## src/design/grk_pkg.sv

```systemverilog
package grk_pkg;

   // Field and register widths
   localparam int RAW_W       = 16;
   localparam int CFG_NOISE_W = 14;
   localparam int EST_W       = 24;
   localparam int VAR_W       = 32;
   localparam int VAR_FRAC    = 24;
   localparam int CSR_DATA_W  = 16;
   localparam int CSR_INDEX_W = 2;

   localparam int RATE_FRAC_BITS_DEF = 16;

   // Measurement scaling: clamp, then times 100 / 1638 with rounding
   localparam int CLAMP_LIMIT = 1500;
   localparam int MAG_W       = 11;
   localparam int MAG100_W    = 18;
   localparam int SCALE_NUM   = 100;
   localparam int SCALE_DEN   = 1638;
   localparam int SCALE_ROUND = 819;
   // Integer bits of the scaled magnitude (1500 * 100 / 1638 < 128)
   localparam int SCALE_INT_W = 7;

   // Noise terms in thousandths to Q8.24
   localparam int MILLI       = 1000;
   localparam int MILLI_ROUND = 500;
   localparam int NOISE_DW    = CFG_NOISE_W + VAR_FRAC;
   localparam int QN_W        = 29;
   localparam int PM_W        = VAR_W + 1;
   localparam int DEN_W       = PM_W + 1;
   localparam int DVA_W       = 11;
   localparam int KG_W        = VAR_FRAC + 1;
   localparam int KG_ONE      = 1 << VAR_FRAC;
   localparam int DIFF_W      = EST_W + 1;

   localparam int EST_MAX = (2 ** (EST_W - 1)) - 1;
   localparam logic signed [EST_W-1:0] EST_HI = {1'b0, {(EST_W - 1){1'b1}}};
   localparam logic signed [EST_W-1:0] EST_LO = {1'b1, {(EST_W - 1){1'b0}}};

   // Register reset values
   localparam logic signed [RAW_W-1:0]   Z_OFFSET_RST = RAW_W'(-2);
   localparam logic [CFG_NOISE_W-1:0]    Q_NOISE_RST  = CFG_NOISE_W'(80);
   localparam logic [CFG_NOISE_W-1:0]    R_NOISE_RST  = CFG_NOISE_W'(320);

   typedef enum logic [CSR_INDEX_W-1:0] {
      CSR_Z_OFFSET      = 2'd0,
      CSR_PROCESS_NOISE = 2'd1,
      CSR_MEASURE_NOISE = 2'd2
   } csr_index_type;

endpackage

```

## src/design/grk_stream_if.sv

```systemverilog
interface grk_req_if import grk_pkg::*; ();
   logic                    valid;
   logic                    ready;
   logic signed [RAW_W-1:0] raw_rate;
   logic                    read_ok;

   modport source (output valid, output raw_rate, output read_ok, input ready);
   modport sink   (input valid, input raw_rate, input read_ok, output ready);
endinterface

interface grk_rsp_if import grk_pkg::*; ();
   logic                    valid;
   logic                    ready;
   logic signed [EST_W-1:0] filtered_rate;
   logic                    rate_valid;

   modport source (output valid, output filtered_rate, output rate_valid, input ready);
   modport sink   (input valid, input filtered_rate, input rate_valid, output ready);
endinterface

```

## src/design/grk_serdiv.sv

```systemverilog
// Restoring divider, one quotient bit per cycle, dividend fed MSB first.
module grk_serdiv import grk_pkg::*; #(
   parameter int DW  = NOISE_DW,
   parameter int DVW = DEN_W,
   parameter int QW  = QN_W
) (
   input  logic                       clock,
   input  logic                       reset,
   input  logic                       start,
   input  logic [DW-1:0]              dividend,
   input  logic [DVW-1:0]             divisor,
   input  logic [DVW-1:0]             rem_init,
   input  logic                       quo_init,
   input  logic [$clog2(DW+1)-1:0]    count,
   output logic                       busy,
   output logic [QW-1:0]              quotient
);

   localparam int CW = $clog2(DW + 1);

   logic [DW-1:0]  dvd_ff, dvd_in;
   logic [DVW-1:0] dvs_ff, dvs_in;
   logic [DVW-1:0] rem_ff, rem_in;
   logic [QW-1:0]  quo_ff, quo_in;
   logic [CW-1:0]  cnt_ff, cnt_in;
   logic           busy_ff, busy_in;

   logic [DVW:0]   trial;
   logic [DVW:0]   trial_sub;
   logic           fits;

   assign trial     = {rem_ff, dvd_ff[DW-1]};
   assign fits      = trial >= {1'b0, dvs_ff};
   assign trial_sub = trial - {1'b0, dvs_ff};

   always_comb begin
      dvd_in  = dvd_ff;
      dvs_in  = dvs_ff;
      rem_in  = rem_ff;
      quo_in  = quo_ff;
      cnt_in  = cnt_ff;
      busy_in = busy_ff;
      if (start) begin
         dvd_in  = dividend;
         dvs_in  = divisor;
         rem_in  = rem_init;
         quo_in  = QW'(quo_init);
         cnt_in  = count;
         busy_in = 1'b1;
      end else if (busy_ff) begin
         dvd_in = dvd_ff << 1;
         rem_in = fits ? trial_sub[DVW-1:0] : trial[DVW-1:0];
         quo_in = {quo_ff[QW-2:0], fits};
         cnt_in = cnt_ff - CW'(1);
         if (cnt_ff == CW'(1)) begin
            busy_in = 1'b0;
         end
      end
   end

   always_ff @(posedge clock) begin
      if (reset) begin
         busy_ff <= 1'b0;
         cnt_ff  <= '0;
      end else begin
         busy_ff <= busy_in;
         cnt_ff  <= cnt_in;
      end
      dvd_ff <= dvd_in;
      dvs_ff <= dvs_in;
      rem_ff <= rem_in;
      quo_ff <= quo_in;
   end

   assign busy     = busy_ff;
   assign quotient = quo_ff;

   a_rem_below_divisor: assert property (@(posedge clock) disable iff (reset)
      (busy_ff && dvs_ff != '0) |-> (rem_ff < dvs_ff))
      else $error("partial remainder reached the divisor");

   a_count_ends_run: assert property (@(posedge clock) disable iff (reset)
      (busy_ff && cnt_ff == CW'(1) && !start) |=> !busy_ff)
      else $error("divider ran past its bit count");

endmodule

```

## src/design/grk_sermul.sv

```systemverilog
// Shift-add multiplier, one multiplier bit per cycle, LSB first.
module grk_sermul import grk_pkg::*; #(
   parameter int AW = PM_W,
   parameter int BW = KG_W
) (
   input  logic             clock,
   input  logic             reset,
   input  logic             start,
   input  logic [AW-1:0]    a,
   input  logic [BW-1:0]    b,
   output logic             busy,
   output logic [AW+BW-1:0] product
);

   localparam int CW = $clog2(BW + 1);

   logic [AW-1:0]    a_ff, a_in;
   logic [AW+BW-1:0] p_ff, p_in;
   logic [CW-1:0]    cnt_ff, cnt_in;
   logic             busy_ff, busy_in;
   logic [AW:0]      upper;

   assign upper = {1'b0, p_ff[AW+BW-1:BW]} + (p_ff[0] ? {1'b0, a_ff} : '0);

   always_comb begin
      a_in    = a_ff;
      p_in    = p_ff;
      cnt_in  = cnt_ff;
      busy_in = busy_ff;
      if (start) begin
         a_in    = a;
         p_in    = {{AW{1'b0}}, b};
         cnt_in  = CW'(BW);
         busy_in = 1'b1;
      end else if (busy_ff) begin
         p_in   = {upper, p_ff[BW-1:1]};
         cnt_in = cnt_ff - CW'(1);
         if (cnt_ff == CW'(1)) begin
            busy_in = 1'b0;
         end
      end
   end

   always_ff @(posedge clock) begin
      if (reset) begin
         busy_ff <= 1'b0;
         cnt_ff  <= '0;
      end else begin
         busy_ff <= busy_in;
         cnt_ff  <= cnt_in;
      end
      a_ff <= a_in;
      p_ff <= p_in;
   end

   assign busy    = busy_ff;
   assign product = p_ff;

endmodule

```

## src/design/gyro_rate_kalman_filter_core.sv

```systemverilog
// Scalar Kalman filter for the z-axis gyro rate. Each request word carries one raw signed
// sample and a read-ok flag; each produces exactly one response word. On a good read the
// sample has the z_offset bias removed, is clamped to +/-1500 counts, scaled to degrees per
// second (divide by 16.38) with RATE_FRAC_BITS fraction bits, and fed into a one-state
// Kalman update; the response carries the new estimate with rate_valid set. On a failed
// read the filter state is left alone and the response carries the current estimate with
// rate_valid clear. Q and R are written in thousandths through the CSR port; the user must
// write them only while the block is idle, as the block itself does not enforce this. Items
// are handled one at a time: a good sample passes through the bit-serial scaling divider
// and then the 25-step serial multipliers; the first good sample after reset or after a
// write to either noise register first converts Q and R to Q8.24 on the same dividers. A
// new request is taken while the previous response still waits in the output register.
module gyro_rate_kalman_filter_core import grk_pkg::*; #(
   parameter int RATE_FRAC_BITS = RATE_FRAC_BITS_DEF
) (
   input  logic                   clock,
   input  logic                   reset,
   grk_req_if.sink                req_chan,
   grk_rsp_if.source              rsp_chan,
   input  logic                   csr_wr_en,
   input  logic [CSR_INDEX_W-1:0] csr_index,
   input  logic [CSR_DATA_W-1:0]  csr_wdata
);

   // Scaled measurement dividend and the shared divider/multiplier sizes
   localparam int ZW        = MAG100_W + RATE_FRAC_BITS;
   localparam int DW_A      = (ZW > NOISE_DW) ? ZW : NOISE_DW;
   localparam int QW_A      = (RATE_FRAC_BITS + SCALE_INT_W > QN_W) ?
                              RATE_FRAC_BITS + SCALE_INT_W : QN_W;
   localparam int CW_A      = $clog2(DW_A + 1);
   localparam int CW_B      = $clog2(NOISE_DW + 1);
   localparam int M1_W      = DIFF_W + KG_W;
   localparam int M2_W      = PM_W + KG_W;
   localparam int M1R_W     = M1_W - VAR_FRAC;
   localparam int M2R_W     = M2_W - VAR_FRAC;
   localparam int EST_SUM_W = M1R_W + 1;

   localparam logic signed [RAW_W:0] CLAMP_HI = (RAW_W + 1)'(CLAMP_LIMIT);
   localparam logic signed [RAW_W:0] CLAMP_LO = -CLAMP_HI;

   typedef enum logic [3:0] {
      S_IDLE,
      S_PREP,
      S_NOISE,
      S_START,
      S_KSTART,
      S_DIV,
      S_MSTART,
      S_MUL,
      S_UPD,
      S_DONE
   } state_type;

   state_type state_ff, state_in;

   // Configuration
   logic signed [RAW_W-1:0]  zoff_ff, zoff_in;
   logic [CFG_NOISE_W-1:0]   qn_ff, qn_in;
   logic [CFG_NOISE_W-1:0]   rn_ff, rn_in;
   logic                     stale_ff, stale_in;

   // Filter state
   logic signed [EST_W-1:0]  est_ff, est_in;
   logic [VAR_W-1:0]         var_ff, var_in;

   // Per-item working registers
   logic signed [RAW_W-1:0]  raw_ff, raw_in;
   logic                     ok_ff, ok_in;
   logic                     neg_ff, neg_in;
   logic [ZW-1:0]            zdvd_ff, zdvd_in;
   logic [QN_W-1:0]          q_ff, q_in;
   logic [QN_W-1:0]          r_ff, r_in;
   logic [PM_W-1:0]          pmid_ff, pmid_in;
   logic                     den_zero_ff, den_zero_in;
   logic signed [EST_W-1:0]  z_ff, z_in;
   logic [KG_W-1:0]          kg_ff, kg_in;
   logic                     dneg_ff, dneg_in;

   // Response register
   logic                     rsp_valid_ff, rsp_valid_in;
   logic signed [EST_W-1:0]  rsp_rate_ff, rsp_rate_in;
   logic                     rsp_flag_ff, rsp_flag_in;

   // Datapath
   logic signed [RAW_W:0]    c_diff;
   logic                     c_neg;
   logic [MAG_W-1:0]         c_mag;
   logic [MAG100_W-1:0]      mag100;
   logic [ZW-1:0]            z_dvd;
   logic [NOISE_DW-1:0]      q_dvd;
   logic [NOISE_DW-1:0]      r_dvd;
   logic [DEN_W-1:0]         den;
   logic                     r_zero;
   logic signed [EST_W-1:0]  z_sat;
   logic signed [DIFF_W-1:0] diff;
   logic [DIFF_W-1:0]        diff_mag;
   logic [M1R_W-1:0]         m1_rnd;
   logic signed [EST_SUM_W-1:0] est_sum;
   logic signed [EST_W-1:0]  est_sat;
   logic [M2R_W-1:0]         var_rnd;
   logic [VAR_W-1:0]         var_sat;

   // Serial units
   logic                     diva_start, diva_busy;
   logic [DW_A-1:0]          diva_dvd;
   logic [DVA_W-1:0]         diva_dvs;
   logic [QW_A-1:0]          diva_quo;
   logic                     divb_start, divb_busy;
   logic [NOISE_DW-1:0]      divb_dvd;
   logic [DEN_W-1:0]         divb_dvs;
   logic [DEN_W-1:0]         divb_rem;
   logic                     divb_qinit;
   logic [CW_B-1:0]          divb_cnt;
   logic [QN_W-1:0]          divb_quo;
   logic                     mul_start;
   logic                     mul1_busy, mul2_busy;
   logic [M1_W-1:0]          mul1_p;
   logic [M2_W-1:0]          mul2_p;

   // Bias removal and clamp, formed one bit wider so the difference never wraps
   assign c_diff = $signed({raw_ff[RAW_W-1], raw_ff}) - $signed({zoff_ff[RAW_W-1], zoff_ff});
   assign c_neg  = c_diff[RAW_W];

   always_comb begin
      if (c_diff > CLAMP_HI) begin
         c_mag = MAG_W'(CLAMP_LIMIT);
      end else if (c_diff < CLAMP_LO) begin
         c_mag = MAG_W'(CLAMP_LIMIT);
      end else if (c_neg) begin
         c_mag = MAG_W'(-c_diff);
      end else begin
         c_mag = c_diff[MAG_W-1:0];
      end
   end

   // round(|c| * 100 * 2^F / 1638): numerator plus half the divisor, then divide
   assign mag100 = MAG100_W'(c_mag) * MAG100_W'(SCALE_NUM);
   assign z_dvd  = (ZW'(mag100) << RATE_FRAC_BITS) + ZW'(SCALE_ROUND);

   // Q and R to Q8.24, rounded half up
   assign q_dvd = (NOISE_DW'(qn_ff) << VAR_FRAC) + NOISE_DW'(MILLI_ROUND);
   assign r_dvd = (NOISE_DW'(rn_ff) << VAR_FRAC) + NOISE_DW'(MILLI_ROUND);

   // Gain denominator; with R zero the gain is exactly one unless the denominator is zero
   assign den    = DEN_W'(pmid_ff) + DEN_W'(r_ff);
   assign r_zero = (r_ff == '0);

   // Apply the sign and saturate the measurement to the estimate range
   always_comb begin
      if (!neg_ff) begin
         z_sat = (diva_quo > QW_A'(EST_MAX)) ? EST_HI : diva_quo[EST_W-1:0];
      end else begin
         z_sat = (diva_quo > QW_A'(EST_MAX + 1)) ? EST_LO : -$signed(diva_quo[EST_W-1:0]);
      end
   end

   // Innovation, magnitude and sign kept apart for the unsigned multiplier
   assign diff     = $signed({z_ff[EST_W-1], z_ff}) - $signed({est_ff[EST_W-1], est_ff});
   assign diff_mag = diff[DIFF_W-1] ? DIFF_W'(-diff) : DIFF_W'(diff);

   // Round half away from zero on the magnitude, then restore the sign
   assign m1_rnd  = mul1_p[M1_W-1:VAR_FRAC] + M1R_W'(mul1_p[VAR_FRAC-1]);
   assign est_sum = EST_SUM_W'(est_ff) +
                    (dneg_ff ? -EST_SUM_W'(m1_rnd) : EST_SUM_W'(m1_rnd));

   always_comb begin
      if (est_sum > EST_SUM_W'(EST_HI)) begin
         est_sat = EST_HI;
      end else if (est_sum < EST_SUM_W'(EST_LO)) begin
         est_sat = EST_LO;
      end else begin
         est_sat = est_sum[EST_W-1:0];
      end
   end

   // (1 - k) * p_mid, rounded half up and held to 32 bits
   assign var_rnd = mul2_p[M2_W-1:VAR_FRAC] + M2R_W'(mul2_p[VAR_FRAC-1]);
   assign var_sat = (|var_rnd[M2R_W-1:VAR_W]) ? '1 : var_rnd[VAR_W-1:0];

   // Divider A: Q conversion, then the measurement scaling
   assign diva_start = ((state_ff == S_PREP) && stale_ff) || (state_ff == S_START);
   assign diva_dvd   = (state_ff == S_PREP) ? DW_A'(q_dvd) : DW_A'(zdvd_ff);
   assign diva_dvs   = (state_ff == S_PREP) ? DVA_W'(MILLI) : DVA_W'(SCALE_DEN);

   // Divider B: R conversion, then the gain
   assign divb_start = ((state_ff == S_PREP) && stale_ff) || (state_ff == S_KSTART);
   assign divb_dvd   = (state_ff == S_PREP) ? r_dvd : '0;
   assign divb_dvs   = (state_ff == S_PREP) ? DEN_W'(MILLI) : den;
   assign divb_rem   = ((state_ff == S_PREP) || r_zero) ? '0 : DEN_W'(pmid_ff);
   assign divb_qinit = (state_ff != S_PREP) && r_zero;
   assign divb_cnt   = (state_ff == S_PREP) ? CW_B'(NOISE_DW) : CW_B'(VAR_FRAC);

   assign mul_start = (state_ff == S_MSTART);

   grk_serdiv #(
      .DW  (DW_A),
      .DVW (DVA_W),
      .QW  (QW_A)
   ) u_div_scale (
      .clock    (clock),
      .reset    (reset),
      .start    (diva_start),
      .dividend (diva_dvd),
      .divisor  (diva_dvs),
      .rem_init ('0),
      .quo_init (1'b0),
      .count    (CW_A'(DW_A)),
      .busy     (diva_busy),
      .quotient (diva_quo)
   );

   grk_serdiv #(
      .DW  (NOISE_DW),
      .DVW (DEN_W),
      .QW  (QN_W)
   ) u_div_gain (
      .clock    (clock),
      .reset    (reset),
      .start    (divb_start),
      .dividend (divb_dvd),
      .divisor  (divb_dvs),
      .rem_init (divb_rem),
      .quo_init (divb_qinit),
      .count    (divb_cnt),
      .busy     (divb_busy),
      .quotient (divb_quo)
   );

   grk_sermul #(
      .AW (DIFF_W),
      .BW (KG_W)
   ) u_mul_est (
      .clock   (clock),
      .reset   (reset),
      .start   (mul_start),
      .a       (diff_mag),
      .b       (kg_ff),
      .busy    (mul1_busy),
      .product (mul1_p)
   );

   grk_sermul #(
      .AW (PM_W),
      .BW (KG_W)
   ) u_mul_var (
      .clock   (clock),
      .reset   (reset),
      .start   (mul_start),
      .a       (pmid_ff),
      .b       (KG_W'(KG_ONE) - kg_ff),
      .busy    (mul2_busy),
      .product (mul2_p)
   );

   // Sequencer
   always_comb begin
      state_in     = state_ff;
      zoff_in      = zoff_ff;
      qn_in        = qn_ff;
      rn_in        = rn_ff;
      stale_in     = stale_ff;
      est_in       = est_ff;
      var_in       = var_ff;
      raw_in       = raw_ff;
      ok_in        = ok_ff;
      neg_in       = neg_ff;
      zdvd_in      = zdvd_ff;
      q_in         = q_ff;
      r_in         = r_ff;
      pmid_in      = pmid_ff;
      den_zero_in  = den_zero_ff;
      z_in         = z_ff;
      kg_in        = kg_ff;
      dneg_in      = dneg_ff;
      rsp_valid_in = rsp_valid_ff;
      rsp_rate_in  = rsp_rate_ff;
      rsp_flag_in  = rsp_flag_ff;

      // Drop the response word once taken
      if (rsp_valid_ff && rsp_chan.ready) begin
         rsp_valid_in = 1'b0;
      end

      unique case (state_ff)
         S_IDLE: begin
            if (req_chan.valid) begin
               raw_in   = req_chan.raw_rate;
               ok_in    = req_chan.read_ok;
               state_in = req_chan.read_ok ? S_PREP : S_DONE;
            end
         end
         S_PREP: begin
            neg_in   = c_neg;
            zdvd_in  = z_dvd;
            state_in = stale_ff ? S_NOISE : S_START;
         end
         S_NOISE: begin
            if (!diva_busy && !divb_busy) begin
               q_in     = QN_W'(diva_quo);
               r_in     = divb_quo;
               stale_in = 1'b0;
               state_in = S_START;
            end
         end
         S_START: begin
            pmid_in  = PM_W'(var_ff) + PM_W'(q_ff);
            state_in = S_KSTART;
         end
         S_KSTART: begin
            den_zero_in = (den == '0);
            state_in    = S_DIV;
         end
         S_DIV: begin
            if (!diva_busy && !divb_busy) begin
               z_in     = z_sat;
               kg_in    = den_zero_ff ? '0 : divb_quo[KG_W-1:0];
               state_in = S_MSTART;
            end
         end
         S_MSTART: begin
            dneg_in  = diff[DIFF_W-1];
            state_in = S_MUL;
         end
         S_MUL: begin
            if (!mul1_busy && !mul2_busy) begin
               state_in = S_UPD;
            end
         end
         S_UPD: begin
            est_in   = est_sat;
            var_in   = var_sat;
            state_in = S_DONE;
         end
         S_DONE: begin
            // Hold until the output register is free
            if (!rsp_valid_ff || rsp_chan.ready) begin
               rsp_valid_in = 1'b1;
               rsp_rate_in  = est_ff;
               rsp_flag_in  = ok_ff;
               state_in     = S_IDLE;
            end
         end
         default: begin
            state_in = S_IDLE;
         end
      endcase

      // Register writes; a new Q or R forces a fresh conversion on the next good sample
      if (csr_wr_en) begin
         unique case (csr_index)
            CSR_Z_OFFSET: begin
               zoff_in = csr_wdata;
            end
            CSR_PROCESS_NOISE: begin
               qn_in    = csr_wdata[CFG_NOISE_W-1:0];
               stale_in = 1'b1;
            end
            CSR_MEASURE_NOISE: begin
               rn_in    = csr_wdata[CFG_NOISE_W-1:0];
               stale_in = 1'b1;
            end
            default: begin
            end
         endcase
      end
   end

   always_ff @(posedge clock) begin
      if (reset) begin
         state_ff     <= S_IDLE;
         zoff_ff      <= Z_OFFSET_RST;
         qn_ff        <= Q_NOISE_RST;
         rn_ff        <= R_NOISE_RST;
         stale_ff     <= 1'b1;
         est_ff       <= '0;
         var_ff       <= '0;
         rsp_valid_ff <= 1'b0;
      end else begin
         state_ff     <= state_in;
         zoff_ff      <= zoff_in;
         qn_ff        <= qn_in;
         rn_ff        <= rn_in;
         stale_ff     <= stale_in;
         est_ff       <= est_in;
         var_ff       <= var_in;
         rsp_valid_ff <= rsp_valid_in;
      end
      raw_ff      <= raw_in;
      ok_ff       <= ok_in;
      neg_ff      <= neg_in;
      zdvd_ff     <= zdvd_in;
      q_ff        <= q_in;
      r_ff        <= r_in;
      pmid_ff     <= pmid_in;
      den_zero_ff <= den_zero_in;
      z_ff        <= z_in;
      kg_ff       <= kg_in;
      dneg_ff     <= dneg_in;
      rsp_rate_ff <= rsp_rate_in;
      rsp_flag_ff <= rsp_flag_in;
   end

   assign req_chan.ready         = (state_ff == S_IDLE);
   assign rsp_chan.valid         = rsp_valid_ff;
   assign rsp_chan.filtered_rate = rsp_rate_ff;
   assign rsp_chan.rate_valid    = rsp_flag_ff;

   a_gain_at_most_one: assert property (@(posedge clock) disable iff (reset)
      (state_ff == S_MSTART) |-> (kg_ff <= KG_W'(KG_ONE)))
      else $error("Kalman gain above one");

   a_state_only_on_update: assert property (@(posedge clock) disable iff (reset)
      (state_ff != S_UPD) |=> ($stable(est_ff) && $stable(var_ff)))
      else $error("filter state moved outside the update step");

   a_units_idle_at_update: assert property (@(posedge clock) disable iff (reset)
      (state_ff == S_UPD) |-> (!diva_busy && !divb_busy && !mul1_busy && !mul2_busy))
      else $error("update taken while a serial unit still runs");

endmodule

```

## src/flat_wrapper.sv

```systemverilog
// flat-port wrapper written by rule: the top's interface ports become plain ports
module gyro_rate_kalman_filter_core_flat import grk_pkg::*;
#(
   parameter int RATE_FRAC_BITS = RATE_FRAC_BITS_DEF
)
  (clock, reset, csr_wr_en, csr_index, csr_wdata, req_chan_valid, req_chan_raw_rate, req_chan_read_ok, req_chan_ready, rsp_chan_valid, rsp_chan_filtered_rate, rsp_chan_rate_valid, rsp_chan_ready);
  grk_req_if req_chan_i ();
  grk_rsp_if rsp_chan_i ();
  input  logic clock;
  input  logic reset;
  input  logic csr_wr_en;
  input  logic [CSR_INDEX_W-1:0] csr_index;
  input  logic [CSR_DATA_W-1:0] csr_wdata;
  input wire logic [$bits(req_chan_i.valid)-1:0] req_chan_valid;
  input wire logic [$bits(req_chan_i.raw_rate)-1:0] req_chan_raw_rate;
  input wire logic [$bits(req_chan_i.read_ok)-1:0] req_chan_read_ok;
  output wire logic [$bits(req_chan_i.ready)-1:0] req_chan_ready;
  output wire logic [$bits(rsp_chan_i.valid)-1:0] rsp_chan_valid;
  output wire logic [$bits(rsp_chan_i.filtered_rate)-1:0] rsp_chan_filtered_rate;
  output wire logic [$bits(rsp_chan_i.rate_valid)-1:0] rsp_chan_rate_valid;
  input wire logic [$bits(rsp_chan_i.ready)-1:0] rsp_chan_ready;
  assign req_chan_i.valid = req_chan_valid;
  assign req_chan_i.raw_rate = req_chan_raw_rate;
  assign req_chan_i.read_ok = req_chan_read_ok;
  assign req_chan_ready = req_chan_i.ready;
  assign rsp_chan_valid = rsp_chan_i.valid;
  assign rsp_chan_filtered_rate = rsp_chan_i.filtered_rate;
  assign rsp_chan_rate_valid = rsp_chan_i.rate_valid;
  assign rsp_chan_i.ready = rsp_chan_ready;
  gyro_rate_kalman_filter_core #(.RATE_FRAC_BITS(RATE_FRAC_BITS)) u_core (.clock(clock), .reset(reset), .req_chan(req_chan_i), .rsp_chan(rsp_chan_i), .csr_wr_en(csr_wr_en), .csr_index(csr_index), .csr_wdata(csr_wdata));
endmodule
```

## config.mk

```make
export PLATFORM = sky130hd
export DESIGN_NAME = gyro_rate_kalman_filter_core_flat
export DESIGN_NICKNAME = d
export VERILOG_FILES = /design/src/design/grk_pkg.sv /design/src/design/grk_stream_if.sv /design/src/design/grk_serdiv.sv /design/src/design/grk_sermul.sv /design/src/design/gyro_rate_kalman_filter_core.sv /design/src/flat_wrapper.sv
export SDC_FILE = /design/constraint.sdc
export NUM_CORES = 2
export LEC_CHECK = 0
export BUFFER_PORTS_ARGS = -buffer_cell sky130_fd_sc_hd__clkbuf_2
export CAP_MARGIN = 10
export CORE_UTILIZATION = 55
export CTS_BUF_LIST = sky130_fd_sc_hd__clkbuf_4 sky130_fd_sc_hd__clkbuf_8 sky130_fd_sc_hd__clkbuf_16
export DETAILED_ROUTE_END_ITERATION = 10
export PLACE_DENSITY = 0.85
export SLEW_MARGIN = 20
export SYNTH_ARGS = -nofsm -noshare
export SYNTH_HDL_FRONTEND = slang
export SYNTH_SLANG_ARGS = --single-unit
```

## constraint.sdc

```tcl
create_clock -name clock -period 6.3 [get_ports clock]
set_input_delay 0.945 -clock clock [delete_from_list [all_inputs] [get_ports clock]]
set_output_delay 0.945 -clock clock [all_outputs]
set_load 0.01 [all_outputs]
```

==> results.md <==
* H-tree levels at 3
* Period utilization at 94.8%
* DP HPWL at 69800 um
* Top cells by count, synth: 494 x nand2_1, 454 x edfxtp_1, 364 x nor2_1
* Vias per cell at 6.03
* Number of global-route vias before repair at 30900
* Seq/Total Area, Yosys at 45.3%
* Flops & latches, synth at 712
* Grt total ovfl at 0
* Pin count of the biggest net entering global routing at 68
* Dominant cells by area after synthesis: edfxtp_1 33%, dfxtp_1 12%, ha_1 8.5%
* Root buf cell: clkbuf_16
* Cell count after synthesis at 4298
* Maximum vdd drop at 0.000314 V
* Ys Warns at 0
* Critical path's largest stage delay at 0.50 ns
* Routed vias at 32200
* Die Y at 277 um
* Clock sinks at 712
* Post-Syn Area at 41500 um^2
* TritonCTS buffer count at 75
* Ports at 67
* RePlAce Congestion at 0.930
* Fin area at 45600 um^2
* Final Critical Period at 5.97 ns
* Pre-CTS WS at 0.0244 ns
* Skew-Pair Late Insertion Delay at 0.64 ns
* Clk buf depth at 3
* Routed Antenna Nets at 0
* Leak pwr at 0.0184 uW
* EDFF count, synth at 454
* Placed cell areas at 42800 um^2
* Clk slew on worst S/H paths at 0.06 ns
* Netlist cell types at 79
* Delay-heaviest family, CP: compound AO/OA/AOI/OAI gates
* Worst-path fanout max at 6
* Nets at 4647
* Max-Cap Viols at 0
* Layout cells sized above 1 at 7.80%
* Fmax at 168 MHz
* P&R area growth vs syn at 9.79%
* Die area at 76600 um^2
* Layout Skew at 0.0307 ns
* Worst min path class: reg2reg
* Final WS setup at 0.330 ns
* Post-synth top area cell: edfxtp_1
* DR WL/cell at 18.7 um
* Critical setup path kind: reg2reg
* Max_slew headroom at 26.2%
* Crit end category: flip-flop
* Worst path required time at 6.67 ns
* Slowest-stage cell, CP: or4_1
* Share of the synthesized area in the top cell type at 32.8%
* Status: completed
* Ys flop type: edfxtp_1
* Final Hold Fails at 0
* # DRC at 0
* # port buffers at 66
* First-pass GRT wire length at 160000 um
* Initial antenna violation count at 2
* Drt initial violations at 2939
* GRT Util Overall at 25.6%
* CTS tree: built
* Buf/Inv on CP at 3
* Most frequent cell after synthesis: nand2_1
* Avg Cell Area, Syn at 9.66 um^2
* Slew Limit Fails at 0
* Async SR Flop Fraction at 0%
* Worst slew pin tran at 1.10 ns
* Startpoint Class: flip-flop
* Die Span X at 277 um
* Site Rows at 100
* ANT cells at 0
* Drt first pass iters at 6
* Finish-stage setup viols at 0
* Net Count, Synth at 4634
* PwrDens at 495 nW/um^2
* Core ar. at 74600 um^2
* Critical Path AT at 6.34 ns
* Initial Util at 55.7%
* Final wirelength at 99800 um
## cell families (layout without fill, tap and decap cells)
group / count (synthesis) / after routing / share of synthesized area (%)
flip-flops: 712 / 712 / 45.3
AO/OA/AOI/OAI: 941 / 941 / 14.6
multiplexers: 115 / 115 / 2.77
buffers and inverters: 393 / 468 / 3.56
AND/OR/NAND/NOR: 1472 / 1472 / 16.8
XOR/XNOR: 369 / 369 / 7.78
adder cells (fa/ha/maj): 296 / 296 / 9.19
## cells in the final DEF, fill, tap and decap left out, types with 27 or more instances in the layout
master,netlist,layout
ha_1,281,279
nand3_1,109,109
and2_1,79,78
xnor2_1,219,219
a21oi_1,280,270
a211oi_1,79,78
a21o_1,102,102
nand4_1,42,42
o21bai_1,36,36
nand2b_1,38,37
buf_4,0,54
o21ai_0,181,178
inv_1,204,203
clkbuf_16,0,80
nand2_1,494,491
nor3_1,71,71
o21a_1,27,27
mux2i_1,115,115
xor2_1,150,150
o311ai_0,30,30
dfxtp_1,258,253
a31oi_1,33,33
and3_1,76,76
edfxtp_1,454,454
nor2_1,364,362
nor2b_1,67,66
clkbuf_2,0,65
nor4_1,30,29
## registers in the layout, indices dropped and copies added (netlist names), 11 cells and up
name                           count
u_core.est_ff                     24
u_core.kg_ff                      25
u_core.pmid_ff                    33
u_core.q_ff                       29
u_core.qn_ff                      14
u_core.r_ff                       29
u_core.raw_ff                     16
u_core.rn_ff                      14
u_core.rsp_chan.filtered_rate     24
u_core.u_div_gain.dvd_ff          36
u_core.u_div_gain.dvs_ff          34
u_core.u_div_gain.quotient        29
u_core.u_div_gain.rem_ff          34
u_core.u_div_scale.dvd_ff         38
u_core.u_div_scale.quotient       29
u_core.u_div_scale.rem_ff         11
u_core.u_mul_est.a_ff             25
u_core.u_mul_est.product          50
u_core.u_mul_var.a_ff             33
u_core.u_mul_var.product          58
u_core.var_ff                     32
u_core.z_ff                       24
u_core.zdvd_ff                    16
u_core.zoff_ff                    16
## timing repair
action | 4_1_cts | 5_1_grt
pin swaps | 0 | 18
setup buffers | 0 | 6
resized for setup | 1 | 28
hold buffers | 0 | 0
endpoints found under the setup margin | 2 | 5
## worst reg2reg max path, delay by kind of cell, from the launching register on
kind	cells	cell delay, ns
flip-flops	1	0.40
XOR/XNOR	2	0.28
AND/OR/NAND/NOR	6	0.93
AO/OA/AOI/OAI	12	1.96
buffers and inverters	3	0.34
multiplexers	1	0.16
adder cells (fa/ha/maj)	5	1.66
## cell type report
class / count / area [um^2]
clock buffer: 101 / 2250
clock inverter: 38 / 410
fill: 5784 / 29000
inverter: 209 / 788
multi-input combinational: 3193 / 21400
sequential: 712 / 18800
tap: 969 / 1210
timing repair buffer: 120 / 742
## layer usage
| layer | GRT usage [%] | wire length [um] |
|---|---|---|
| met5 | 0 | 0 |
| met1 | 33.9 | 42200 |
| met3 | 3.83 | 7510 |
| met2 | 41.8 | 46000 |
| met4 | 10.9 | 4060 |
## per-stage QoR
step	TNS [ns]	std cells	utilization [%]	total power, uW	hold WS (ns)
finish	0	5342	61.1	22500	0.427
global route	-0.0222	5342	61.1	24000	0.435
CTS	0	5336	60.9	22400	0.424
detailed placement	0	5197	57.4	17600	0.410
global placement	0	5197	57.4	17200	0.401
floorplan	0	4298	-	15200	0.400
## final timing paths
| path | start | end | slack, ns | cells past startpoint |
|---|---|---|---|---|
| worst min-delay path | u_core.ok_ff | u_core.rsp_chan.rate_valid | 0.43 | 0 |
| worst max register to register | u_core.raw_ff[1] | u_core.zdvd_ff[32] | 0.33 | 29 |
| worst max-delay path | u_core.raw_ff[1] | u_core.zdvd_ff[32] | 0.33 | 29 |
| worst min register to register | u_core.ok_ff | u_core.rsp_chan.rate_valid | 0.43 | 0 |
## report_power, final
part           leakage (uW)  total, uW  internal (uW)  switching [uW]
clock               0.00132       4720           2780            1940
combinational        0.0108      10000           4010            6030
sequential          0.00633       7790           6820             968
Note: power is estimated with default switching activity, not from simulation.
